`config.mk`:
```
export PLATFORM = sky130hd
export DESIGN_NAME = lsmp_seq
export DESIGN_NICKNAME = d
export VERILOG_FILES = /design/src/hw/rtl/lsmp_pkg.sv /design/src/hw/rtl/lsmp_mulhi.sv /design/src/hw/rtl/lsmp_cdiv.sv /design/src/hw/rtl/lsmp_seq.sv
export SDC_FILE = /design/constraint.sdc
export NUM_CORES = 2
export LEC_CHECK = 0
export BUFFER_PORTS_ARGS = -buffer_cell sky130_fd_sc_hd__buf_4
export CAP_MARGIN = 10
export CELL_PAD_IN_SITES_DETAIL_PLACEMENT = 1
export CELL_PAD_IN_SITES_GLOBAL_PLACEMENT = 1
export CORE_UTILIZATION = 35
export DETAILED_ROUTE_END_ITERATION = 8
export PLACE_DENSITY_LB_ADDON = 0.1
export SETUP_SLACK_MARGIN = 0.2
export SYNTH_ARGS = -nofsm -noshare
export SYNTH_HDL_FRONTEND = slang
export SYNTH_SLANG_ARGS = --single-unit
```
`constraint.sdc`:
```
create_clock -name i_clk -period 29.3 [get_ports i_clk]
set_input_delay 4.395 -clock i_clk [delete_from_list [all_inputs] [get_ports i_clk]]
set_output_delay 4.395 -clock i_clk [all_outputs]
set_load 0.05 [all_outputs]
```
`src/hw/rtl/lsmp_pkg.sv`:
```
// Shared types, constants and the divisor table for the laser scan to map points block.
// Used by every module under hw/rtl; depends on nothing else.
package lsmp_pkg;

    localparam logic [63:0] PI4_Q64  = 64'hC90F_DAA2_2168_C235;
    localparam logic [63:0] HALF_LSB = 64'h0001_0000_0000_0000;

    localparam int APB_AW = 5;

    localparam logic [2:0] REG_RANGE_MIN   = 3'd0;
    localparam logic [2:0] REG_RANGE_MAX   = 3'd1;
    localparam logic [2:0] REG_ANGLE_START = 3'd2;
    localparam logic [2:0] REG_ANGLE_STEP  = 3'd3;
    localparam logic [2:0] REG_POSE_X      = 3'd4;
    localparam logic [2:0] REG_POSE_Y      = 3'd5;
    localparam logic [2:0] REG_POSE_YAW    = 3'd6;

    localparam logic [3:0] K_SIN_FIRST = 4'd1;
    localparam logic [3:0] K_SIN_LAST  = 4'd10;
    localparam logic [3:0] K_COS_FIRST = 4'd2;
    localparam logic [3:0] K_COS_LAST  = 4'd11;

    typedef enum logic [3:0] {
        S_IDLE,
        S_XMUL,
        S_X2MUL,
        S_SMUL,
        S_SDIV,
        S_CMUL,
        S_CDIV,
        S_FOLD,
        S_XSCL,
        S_YSCL,
        S_DONE
    } t_state;

    typedef struct packed {
        logic        start;
        logic [63:0] a;
        logic [63:0] b;
    } t_mul_req;

    typedef struct packed {
        logic        start;
        logic [63:0] num;
        logic [8:0]  den;
    } t_div_req;

    typedef struct packed {
        logic        done;
        logic [63:0] value;
    } t_unit_rsp;

    typedef struct packed {
        logic        idle;
        logic        done;
        logic [17:0] off_x;
        logic [17:0] off_y;
    } t_seq_rsp;

    // Factorial step of the Taylor series: 2k(2k+1) for sine, (2k-1)2k for cosine
    function automatic logic [8:0] f_divisor(input logic is_cos, input logic [3:0] k);
        logic [8:0] d;
        unique case ({is_cos, k})
            {1'b0, 4'd1}:  d = 9'd6;
            {1'b0, 4'd2}:  d = 9'd20;
            {1'b0, 4'd3}:  d = 9'd42;
            {1'b0, 4'd4}:  d = 9'd72;
            {1'b0, 4'd5}:  d = 9'd110;
            {1'b0, 4'd6}:  d = 9'd156;
            {1'b0, 4'd7}:  d = 9'd210;
            {1'b0, 4'd8}:  d = 9'd272;
            {1'b0, 4'd9}:  d = 9'd342;
            {1'b0, 4'd10}: d = 9'd420;
            {1'b1, 4'd2}:  d = 9'd12;
            {1'b1, 4'd3}:  d = 9'd30;
            {1'b1, 4'd4}:  d = 9'd56;
            {1'b1, 4'd5}:  d = 9'd90;
            {1'b1, 4'd6}:  d = 9'd132;
            {1'b1, 4'd7}:  d = 9'd182;
            {1'b1, 4'd8}:  d = 9'd240;
            {1'b1, 4'd9}:  d = 9'd306;
            {1'b1, 4'd10}: d = 9'd380;
            {1'b1, 4'd11}: d = 9'd462;
            default:       d = 9'd1;
        endcase
        return d;
    endfunction

endpackage

```
`src/hw/rtl/lsmp_mulhi.sv`:
```
// Shared 64x64 high-half multiplier: one 32x32 multiplier, four partial products in turn.
// Depends on lsmp_pkg.
module lsmp_mulhi (
    input  logic                 i_clk,
    input  logic                 i_rst_n,
    input  lsmp_pkg::t_mul_req   i_req,
    output lsmp_pkg::t_unit_rsp  o_rsp
);
    import lsmp_pkg::*;

    logic [63:0] r_a;
    logic [63:0] r_b;
    logic [2:0]  r_cnt;
    logic        r_busy;
    logic        r_done;
    logic [63:0] r_prod;
    logic [95:0] r_acc;

    logic [31:0] op_a;
    logic [31:0] op_b;
    logic [63:0] n_prod;
    logic [95:0] addend;
    logic [95:0] n_acc;

    always_comb begin
        unique case (r_cnt[1:0])
            2'd0: begin
                op_a = r_a[31:0];
                op_b = r_b[31:0];
            end
            2'd1: begin
                op_a = r_a[31:0];
                op_b = r_b[63:32];
            end
            2'd2: begin
                op_a = r_a[63:32];
                op_b = r_b[31:0];
            end
            default: begin
                op_a = r_a[63:32];
                op_b = r_b[63:32];
            end
        endcase
        n_prod = {32'b0, op_a} * {32'b0, op_b};
    end

    // low word of a0*b0 never reaches the high half, so only its top word is kept
    always_comb begin
        unique case (r_cnt)
            3'd1:       addend = {64'b0, r_prod[63:32]};
            3'd2, 3'd3: addend = {32'b0, r_prod};
            3'd4:       addend = {r_prod, 32'b0};
            default:    addend = '0;
        endcase
        n_acc = ((r_cnt == 3'd1) ? 96'b0 : r_acc) + addend;
    end

    always_ff @(posedge i_clk) begin
        if (!i_rst_n) begin
            r_busy <= 1'b0;
            r_done <= 1'b0;
            r_cnt  <= '0;
        end else begin
            r_done <= 1'b0;
            if (i_req.start) begin
                r_busy <= 1'b1;
                r_cnt  <= '0;
            end else if (r_busy) begin
                r_cnt <= r_cnt + 3'd1;
                if (r_cnt == 3'd4) begin
                    r_busy <= 1'b0;
                    r_done <= 1'b1;
                end
            end
        end
    end

    always_ff @(posedge i_clk) begin
        if (i_req.start) begin
            r_a <= i_req.a;
            r_b <= i_req.b;
        end
        if (r_busy) begin
            r_prod <= n_prod;
            if (r_cnt != 3'd0) begin
                r_acc <= n_acc;
            end
        end
    end

    assign o_rsp.done  = r_done;
    assign o_rsp.value = r_acc[95:32];

endmodule

```
`src/hw/rtl/lsmp_cdiv.sv`:
```
// Divider of a 64-bit word by a small constant, one quotient byte per cycle.
// Depends on lsmp_pkg.
module lsmp_cdiv (
    input  logic                 i_clk,
    input  logic                 i_rst_n,
    input  lsmp_pkg::t_div_req   i_req,
    output lsmp_pkg::t_unit_rsp  o_rsp
);
    import lsmp_pkg::*;

    logic [63:0] r_num;
    logic [8:0]  r_rem;
    logic [63:0] r_quo;
    logic [8:0]  r_den;
    logic [2:0]  r_cnt;
    logic        r_busy;
    logic        r_done;

    logic [16:0] part;
    logic [7:0]  digit;

    // restoring long division of one byte; remainder stays below the divisor
    always_comb begin
        part  = {r_rem, r_num[63:56]};
        digit = '0;
        for (int i = 7; i >= 0; i--) begin
            if (part >= (17'(r_den) << i)) begin
                part     = part - (17'(r_den) << i);
                digit[i] = 1'b1;
            end
        end
    end

    always_ff @(posedge i_clk) begin
        if (!i_rst_n) begin
            r_busy <= 1'b0;
            r_done <= 1'b0;
            r_cnt  <= '0;
        end else begin
            r_done <= 1'b0;
            if (i_req.start) begin
                r_busy <= 1'b1;
                r_cnt  <= '0;
            end else if (r_busy) begin
                r_cnt <= r_cnt + 3'd1;
                if (r_cnt == 3'd7) begin
                    r_busy <= 1'b0;
                    r_done <= 1'b1;
                end
            end
        end
    end

    always_ff @(posedge i_clk) begin
        if (i_req.start) begin
            r_num <= i_req.num;
            r_rem <= '0;
            r_den <= i_req.den;
        end else if (r_busy) begin
            r_num <= {r_num[55:0], 8'b0};
            r_quo <= {r_quo[55:0], digit};
            r_rem <= part[8:0];
        end
    end

    assign o_rsp.done  = r_done;
    assign o_rsp.value = r_quo;

endmodule

```
`src/hw/rtl/lsmp_seq.sv`:
```
// Sequencer: folds the angle, runs the sine and cosine series and the range scaling
// on the shared multiplier and the constant divider. Depends on lsmp_pkg, lsmp_mulhi, lsmp_cdiv.
module lsmp_seq #(
    parameter int ANGLE_BITS = 16
) (
    input  logic                   i_clk,
    input  logic                   i_rst_n,
    input  logic                   i_start,
    input  logic                   i_take,
    input  logic                   i_in_range,
    input  logic [15:0]            i_range,
    input  logic [ANGLE_BITS-1:0]  i_theta,
    output lsmp_pkg::t_seq_rsp     o_rsp
);
    import lsmp_pkg::*;

    localparam int FRAC_W  = ANGLE_BITS - 2;
    localparam int X_SHIFT = 67 - ANGLE_BITS;
    localparam logic [FRAC_W-1:0] EIGHTH = FRAC_W'(1) << (ANGLE_BITS - 3);

    t_state r_state;
    t_state n_state;
    logic   r_kick;

    logic [15:0]       r_range;
    logic [FRAC_W-1:0] r_u;
    logic              r_swap;
    logic [1:0]        r_q;
    logic [63:0]       r_x;
    logic [63:0]       r_x2;
    logic [63:0]       r_term;
    logic [63:0]       r_s;
    logic [63:0]       r_c;
    logic [3:0]        r_k;
    logic [14:0]       r_cmag;
    logic              r_cneg;
    logic [14:0]       r_smag;
    logic              r_sneg;
    logic [17:0]       r_off_x;
    logic [17:0]       r_off_y;

    t_mul_req  mul_req;
    t_div_req  div_req;
    t_unit_rsp mul_rsp;
    t_unit_rsp div_rsp;

    logic [FRAC_W-1:0] frac;
    logic              n_swap;
    logic [FRAC_W-1:0] n_u;
    logic [63:0]       sum_s;
    logic [63:0]       sum_c;
    logic [15:0]       sm;
    logic [15:0]       cm;
    logic [15:0]       s0w;
    logic [15:0]       c0w;
    logic [14:0]       s0;
    logic [14:0]       c0;
    logic [14:0]       n_cmag;
    logic              n_cneg;
    logic [14:0]       n_smag;
    logic              n_sneg;
    logic [31:0]       sc_sum;
    logic [16:0]       sc_mag;
    logic              sc_neg;
    logic [17:0]       n_off;

    lsmp_mulhi u_mulhi (
        .i_clk   (i_clk),
        .i_rst_n (i_rst_n),
        .i_req   (mul_req),
        .o_rsp   (mul_rsp)
    );

    lsmp_cdiv u_cdiv (
        .i_clk   (i_clk),
        .i_rst_n (i_rst_n),
        .i_req   (div_req),
        .o_rsp   (div_rsp)
    );

    // fold theta into 0..1/8 turn
    always_comb begin
        frac   = i_theta[FRAC_W-1:0];
        n_swap = frac > EIGHTH;
        n_u    = n_swap ? (FRAC_W'(0) - frac) : frac;
    end

    // magnitudes, saturation, octant swap and quadrant signs
    always_comb begin
        sum_s = r_s + HALF_LSB;
        sum_c = r_c + HALF_LSB;
        sm    = {1'b0, sum_s[63:49]};
        cm    = 16'd32768 - {1'b0, sum_c[63:49]};
        s0w   = r_swap ? cm : sm;
        c0w   = r_swap ? sm : cm;
        s0    = s0w[15] ? 15'h7FFF : s0w[14:0];
        c0    = c0w[15] ? 15'h7FFF : c0w[14:0];
        unique case (r_q)
            2'd0: begin
                n_cmag = c0; n_cneg = 1'b0; n_smag = s0; n_sneg = 1'b0;
            end
            2'd1: begin
                n_cmag = s0; n_cneg = 1'b1; n_smag = c0; n_sneg = 1'b0;
            end
            2'd2: begin
                n_cmag = c0; n_cneg = 1'b1; n_smag = s0; n_sneg = 1'b1;
            end
            default: begin
                n_cmag = s0; n_cneg = 1'b0; n_smag = c0; n_sneg = 1'b1;
            end
        endcase
    end

    // round range * |t| / 2^15 half away from zero, then sign
    always_comb begin
        sc_sum = mul_rsp.value[31:0] + 32'd16384;
        sc_mag = sc_sum[31:15];
        sc_neg = (r_state == S_XSCL) ? r_cneg : r_sneg;
        n_off  = sc_neg ? (18'd0 - {1'b0, sc_mag}) : {1'b0, sc_mag};
    end

    always_comb begin
        n_state = r_state;
        unique case (r_state)
            S_IDLE: begin
                if (i_start) begin
                    if (!i_in_range) begin
                        n_state = S_DONE;
                    end else if (n_u == EIGHTH) begin
                        n_state = S_X2MUL;
                    end else begin
                        n_state = S_XMUL;
                    end
                end
            end
            S_XMUL:  if (mul_rsp.done) n_state = S_X2MUL;
            S_X2MUL: if (mul_rsp.done) n_state = S_SMUL;
            S_SMUL:  if (mul_rsp.done) n_state = S_SDIV;
            S_SDIV: begin
                if (div_rsp.done) begin
                    n_state = (r_k == K_SIN_LAST) ? S_CMUL : S_SMUL;
                end
            end
            S_CMUL:  if (mul_rsp.done) n_state = S_CDIV;
            S_CDIV: begin
                if (div_rsp.done) begin
                    n_state = (r_k == K_COS_LAST) ? S_FOLD : S_CMUL;
                end
            end
            S_FOLD:  n_state = S_XSCL;
            S_XSCL:  if (mul_rsp.done) n_state = S_YSCL;
            S_YSCL:  if (mul_rsp.done) n_state = S_DONE;
            S_DONE:  if (i_take) n_state = S_IDLE;
            default: n_state = S_IDLE;
        endcase
    end

    always_comb begin
        mul_req       = '0;
        div_req       = '0;
        mul_req.start = r_kick && (r_state == S_XMUL || r_state == S_X2MUL ||
                        r_state == S_SMUL || r_state == S_CMUL ||
                        r_state == S_XSCL || r_state == S_YSCL);
        div_req.start = r_kick && (r_state == S_SDIV || r_state == S_CDIV);
        div_req.num   = r_term;
        div_req.den   = f_divisor(r_state == S_CDIV, r_k);
        unique case (r_state)
            S_XMUL: begin
                mul_req.a = PI4_Q64;
                mul_req.b = 64'(r_u[ANGLE_BITS-4:0]) << X_SHIFT;
            end
            S_X2MUL: begin
                mul_req.a = r_x;
                mul_req.b = r_x;
            end
            S_SMUL, S_CMUL: begin
                mul_req.a = r_term;
                mul_req.b = r_x2;
            end
            S_XSCL: begin
                mul_req.a = 64'(r_range) << 32;
                mul_req.b = 64'(r_cmag) << 32;
            end
            S_YSCL: begin
                mul_req.a = 64'(r_range) << 32;
                mul_req.b = 64'(r_smag) << 32;
            end
            default: begin
                mul_req.a = '0;
                mul_req.b = '0;
            end
        endcase
        o_rsp.idle  = (r_state == S_IDLE);
        o_rsp.done  = (r_state == S_DONE);
        o_rsp.off_x = r_off_x;
        o_rsp.off_y = r_off_y;
    end

    always_ff @(posedge i_clk) begin
        if (!i_rst_n) begin
            r_state <= S_IDLE;
            r_kick  <= 1'b0;
        end else begin
            r_state <= n_state;
            r_kick  <= (n_state != r_state);
        end
    end

    always_ff @(posedge i_clk) begin
        unique case (r_state)
            S_IDLE: begin
                if (i_start) begin
                    r_range <= i_range;
                    r_u     <= n_u;
                    r_swap  <= n_swap;
                    r_q     <= i_theta[ANGLE_BITS-1:ANGLE_BITS-2];
                    r_x     <= PI4_Q64;
                end
            end
            S_XMUL: begin
                if (mul_rsp.done) r_x <= mul_rsp.value;
            end
            S_X2MUL: begin
                if (mul_rsp.done) begin
                    r_x2   <= mul_rsp.value;
                    r_term <= r_x;
                    r_s    <= r_x;
                    r_k    <= K_SIN_FIRST;
                end
            end
            S_SMUL, S_CMUL: begin
                if (mul_rsp.done) r_term <= mul_rsp.value;
            end
            S_SDIV: begin
                if (div_rsp.done) begin
                    r_s <= r_k[0] ? (r_s - div_rsp.value) : (r_s + div_rsp.value);
                    if (r_k == K_SIN_LAST) begin
                        r_term <= r_x2 >> 1;
                        r_c    <= r_x2 >> 1;
                        r_k    <= K_COS_FIRST;
                    end else begin
                        r_term <= div_rsp.value;
                        r_k    <= r_k + 4'd1;
                    end
                end
            end
            S_CDIV: begin
                if (div_rsp.done) begin
                    r_c    <= r_k[0] ? (r_c + div_rsp.value) : (r_c - div_rsp.value);
                    r_term <= div_rsp.value;
                    r_k    <= r_k + 4'd1;
                end
            end
            S_FOLD: begin
                r_cmag <= n_cmag;
                r_cneg <= n_cneg;
                r_smag <= n_smag;
                r_sneg <= n_sneg;
            end
            S_XSCL: begin
                if (mul_rsp.done) r_off_x <= n_off;
            end
            S_YSCL: begin
                if (mul_rsp.done) r_off_y <= n_off;
            end
            default: begin
            end
        endcase
    end

    a_start_idle: assert property (@(posedge i_clk) disable iff (!i_rst_n)
        i_start |-> (r_state == S_IDLE))
        else $error("start while sequencer busy");

    a_units_apart: assert property (@(posedge i_clk) disable iff (!i_rst_n)
        !(mul_rsp.done && div_rsp.done))
        else $error("multiplier and divider finished together");

    a_sin_k: assert property (@(posedge i_clk) disable iff (!i_rst_n)
        (r_state == S_SMUL || r_state == S_SDIV) |->
        (r_k >= K_SIN_FIRST && r_k <= K_SIN_LAST))
        else $error("sine term index out of range");

    a_cos_k: assert property (@(posedge i_clk) disable iff (!i_rst_n)
        (r_state == S_CMUL || r_state == S_CDIV) |->
        (r_k >= K_COS_FIRST && r_k <= K_COS_LAST))
        else $error("cosine term index out of range");

    a_done_holds: assert property (@(posedge i_clk) disable iff (!i_rst_n)
        (r_state == S_DONE && !i_take) |=> (r_state == S_DONE))
        else $error("result dropped before output slot freed");

endmodule

```
==> impl_metrics.yaml <==
sta:
  hold_violations: 0
  max_freq_ghz: 0.0390
  fin_worst_skew_ns: 0.0750
  fin_tns_setup_ns: 0
  grt_setup_unrepaired: "false"
  relSlewSlack_pct: 16.3
  post-route-period-util_pct: 87.5
  fin_crit_ns: 25.63
  drv_slew: 0
  worst_slew_pin_slew_ns: 1.25
  setup_violations: 0
detailed_routing:
  first_pass_iters: 7
  drcViolationCount: 0
  first_iter_violations: 5099
  num_vias: 66548
  wirelength_um: 340000
  final_antenna_net_count: 0
  vias_per_cell: 5.48
  wire_per_inst_um: 28.0
placement:
  place_hpwl_um: 262000
  io_buffer_count: 74
  routabilityCongestion: 0.871
setup_path:
  required_ns: 29.95
  slowest_delay_ns: 0.62
  path_max_fanout: 22
  critPathSlowestCell: "o21ai_0"
  rr_worst_depth: 96
  start_kind: "flop"
  crit_top_cell: "o21ai_0"
  endpoint_kind: "flop"
  criticalPathCategory: "flop to flop"
  critPathArrivalTime_ns: 26.28
logic_synthesis:
  synth_area_um2: 85900
  ys.warnings.count: 0
  synth-edff-count: 849
  yosys.cell_types.count: 102
  synth_top_cell_by_area: "edfxtp_1"
  synthCells: 8897
  avgSynthCellArea_um2: 9.66
  yosysMostFrequentCell: "nand2_1"
  synthArstFlopShare_pct: 0
  synthTopCellsByArea: "edfxtp_1, fa_1, ha_1"
  synth_top_area_share_pct: 29.7
  syn_nets: 10423
  synth_common_cells: "nand2_1, inv_1, fa_1"
  synth-seq-cells: 873
  seq_area_frac_synth_pct: 30.2
  synth_flop_cell: "edfxtp_1"
floorplanning:
  start_util_pct: 35.3
  core_area_um2: 244000
  fp.dieArea_um2: 248000
  die_h_um: 498
  rows: 181
  ios: 75
  die_w_um: 498
outcome:
  status: "finished clean"
clock_tree:
  cts_tree: "done"
  clk_latency_ns: 0.79
  cts_buffers: 106
  cts.sinks: 873
  cts_setup_buffers: 0
  root_buffer: "clkbuf_16"
  cts.hold.buffers_added: 0
  htree_levels: 3
  cts_buffer_depth: 3
  clkTransAtPathRegs_ns: 0.07
  cts_resized: 0
flow_run:
  drv_cap: 0
global_route:
  grt_pass1_vias: 71081
  grt_pass1_wl_um: 499000
  grtUsageTotal_pct: 27.5
  grt_overflow: 0
  antenna_found_initial: 26
  grt_max_degree: 101
final_layout:
  multi_input_area_um2: 54200
  area_delta_synth_final_pct: 9.26
  seqCellArea_um2: 26000
  fillers: 27371
  final_nets: 10369
  drive_above_1_share_pct: 6.05
  post-route-util_pct: 38.5
min_path:
  min_path_type: "flop to flop"
  whs_path_depth: 2
registers in the layout (all words and copies together), names as in the netlist, 13 cells and up:
name            count
r_c                64
r_cmag             15
r_off_x            18
r_off_y            18
r_range            16
r_s                64
r_smag             15
r_term             64
r_u                13
r_x                64
r_x2               64
u_cdiv.r_num       64
u_cdiv.r_quo       64
u_mulhi.r_a        64
u_mulhi.r_acc      96
u_mulhi.r_b        64
u_mulhi.r_prod     64
layout make-up:
cell class              count  area share [%]
well taps                3202            4.27
clock buffers             136            3.01
diodes                      8          0.0213
clock inverters            64           0.724
repair buffers            208            1.68
multi-input cells        6423            57.7
flip-flops and latches    873            27.7
inverters                1231            4.93
path summary, 6_finish.rpt:
path / start / end / slack, ns
worst min register to register: u_cdiv.r_num[47] / u_cdiv.r_num[55] / 0.49
worst max register to register: u_cdiv.r_den[7] / u_cdiv.r_rem[6] / 3.67
worst min-delay path: u_cdiv.r_num[47] / u_cdiv.r_num[55] / 0.49
worst max-delay path: u_cdiv.r_den[7] / u_cdiv.r_rem[6] / 3.67
placed cells by master, fill, tap and decap left out, types with 26 or more instances in the layout:
cell type,n
edfxtp_1,849
o21a_1,45
fa_1,907
a222oi_1,30
clkbuf_1,26
nand2_1,1420
a22o_1,151
a21o_1,195
nand4_1,49
o31ai_1,38
nor3_1,56
o21bai_1,61
nor4_1,28
clkbuf_16,108
buf_4,207
o21ai_0,304
a221oi_1,67
xor2_1,199
xnor2_1,267
a221o_1,40
a31oi_1,36
nand3_1,92
inv_1,1223
and3_1,83
and2_1,118
mux2i_1,59
ha_1,582
nand2b_1,101
a211oi_1,26
nor2b_1,149
a21oi_1,427
mux2_2,73
nor2_1,550
cell families after synthesis:
kind of cell / count (synthesis) / share of synthesized area [%]
adders and majority gates: 1491 / 29.6
and+or+nand+nor: 2739 / 14.2
xor gates and xnor gates: 468 / 4.77
AOI/OAI and AO/OA: 1575 / 12.3
buffers and inverters: 1601 / 7.02
DFF: 873 / 30.2
muxes: 150 / 1.87
critical path: cells and delay by family, from the launching register on:
kind | cells | cell delay, ns
AO/OA/AOI/OAI | 49 | 12.82
AND/OR/NAND/NOR | 26 | 6.56
adder cells (fa/ha/maj) | 8 | 2.68
buffers and inverters | 10 | 2.02
multiplexers | 3 | 0.98
flip-flops | 1 | 0.36
per-layer routing:
| metal | GRT usage (%) | wire (um) | up-vias |
|---|---|---|---|
| met5 | 0 | 38 | - |
| met4 | 8.96 | 12000 | 6 |
| met3 | 3.01 | 16500 | 378 |
| met2 | 45.7 | 161000 | 1612 |
| met1 | 37.3 | 151000 | 34900 |
| li1 | - | - | 29652 |
per-stage QoR:
step,cells,instance area (um^2),hold WS (ns),setup slack (ns)
finish,12145,93900,0.489,3.67
global route,12138,93900,0.499,1.24
CTS,12137,93900,0.488,3.30
detailed placement,11937,90400,0.501,3.47
global placement,11937,90400,0.477,3.70
floorplan,8897,85900,0.421,8.85
Power is left out: the tool's default activity adds up to more than one toggle a clock period on the data nets, which glitch-free logic cannot reach.
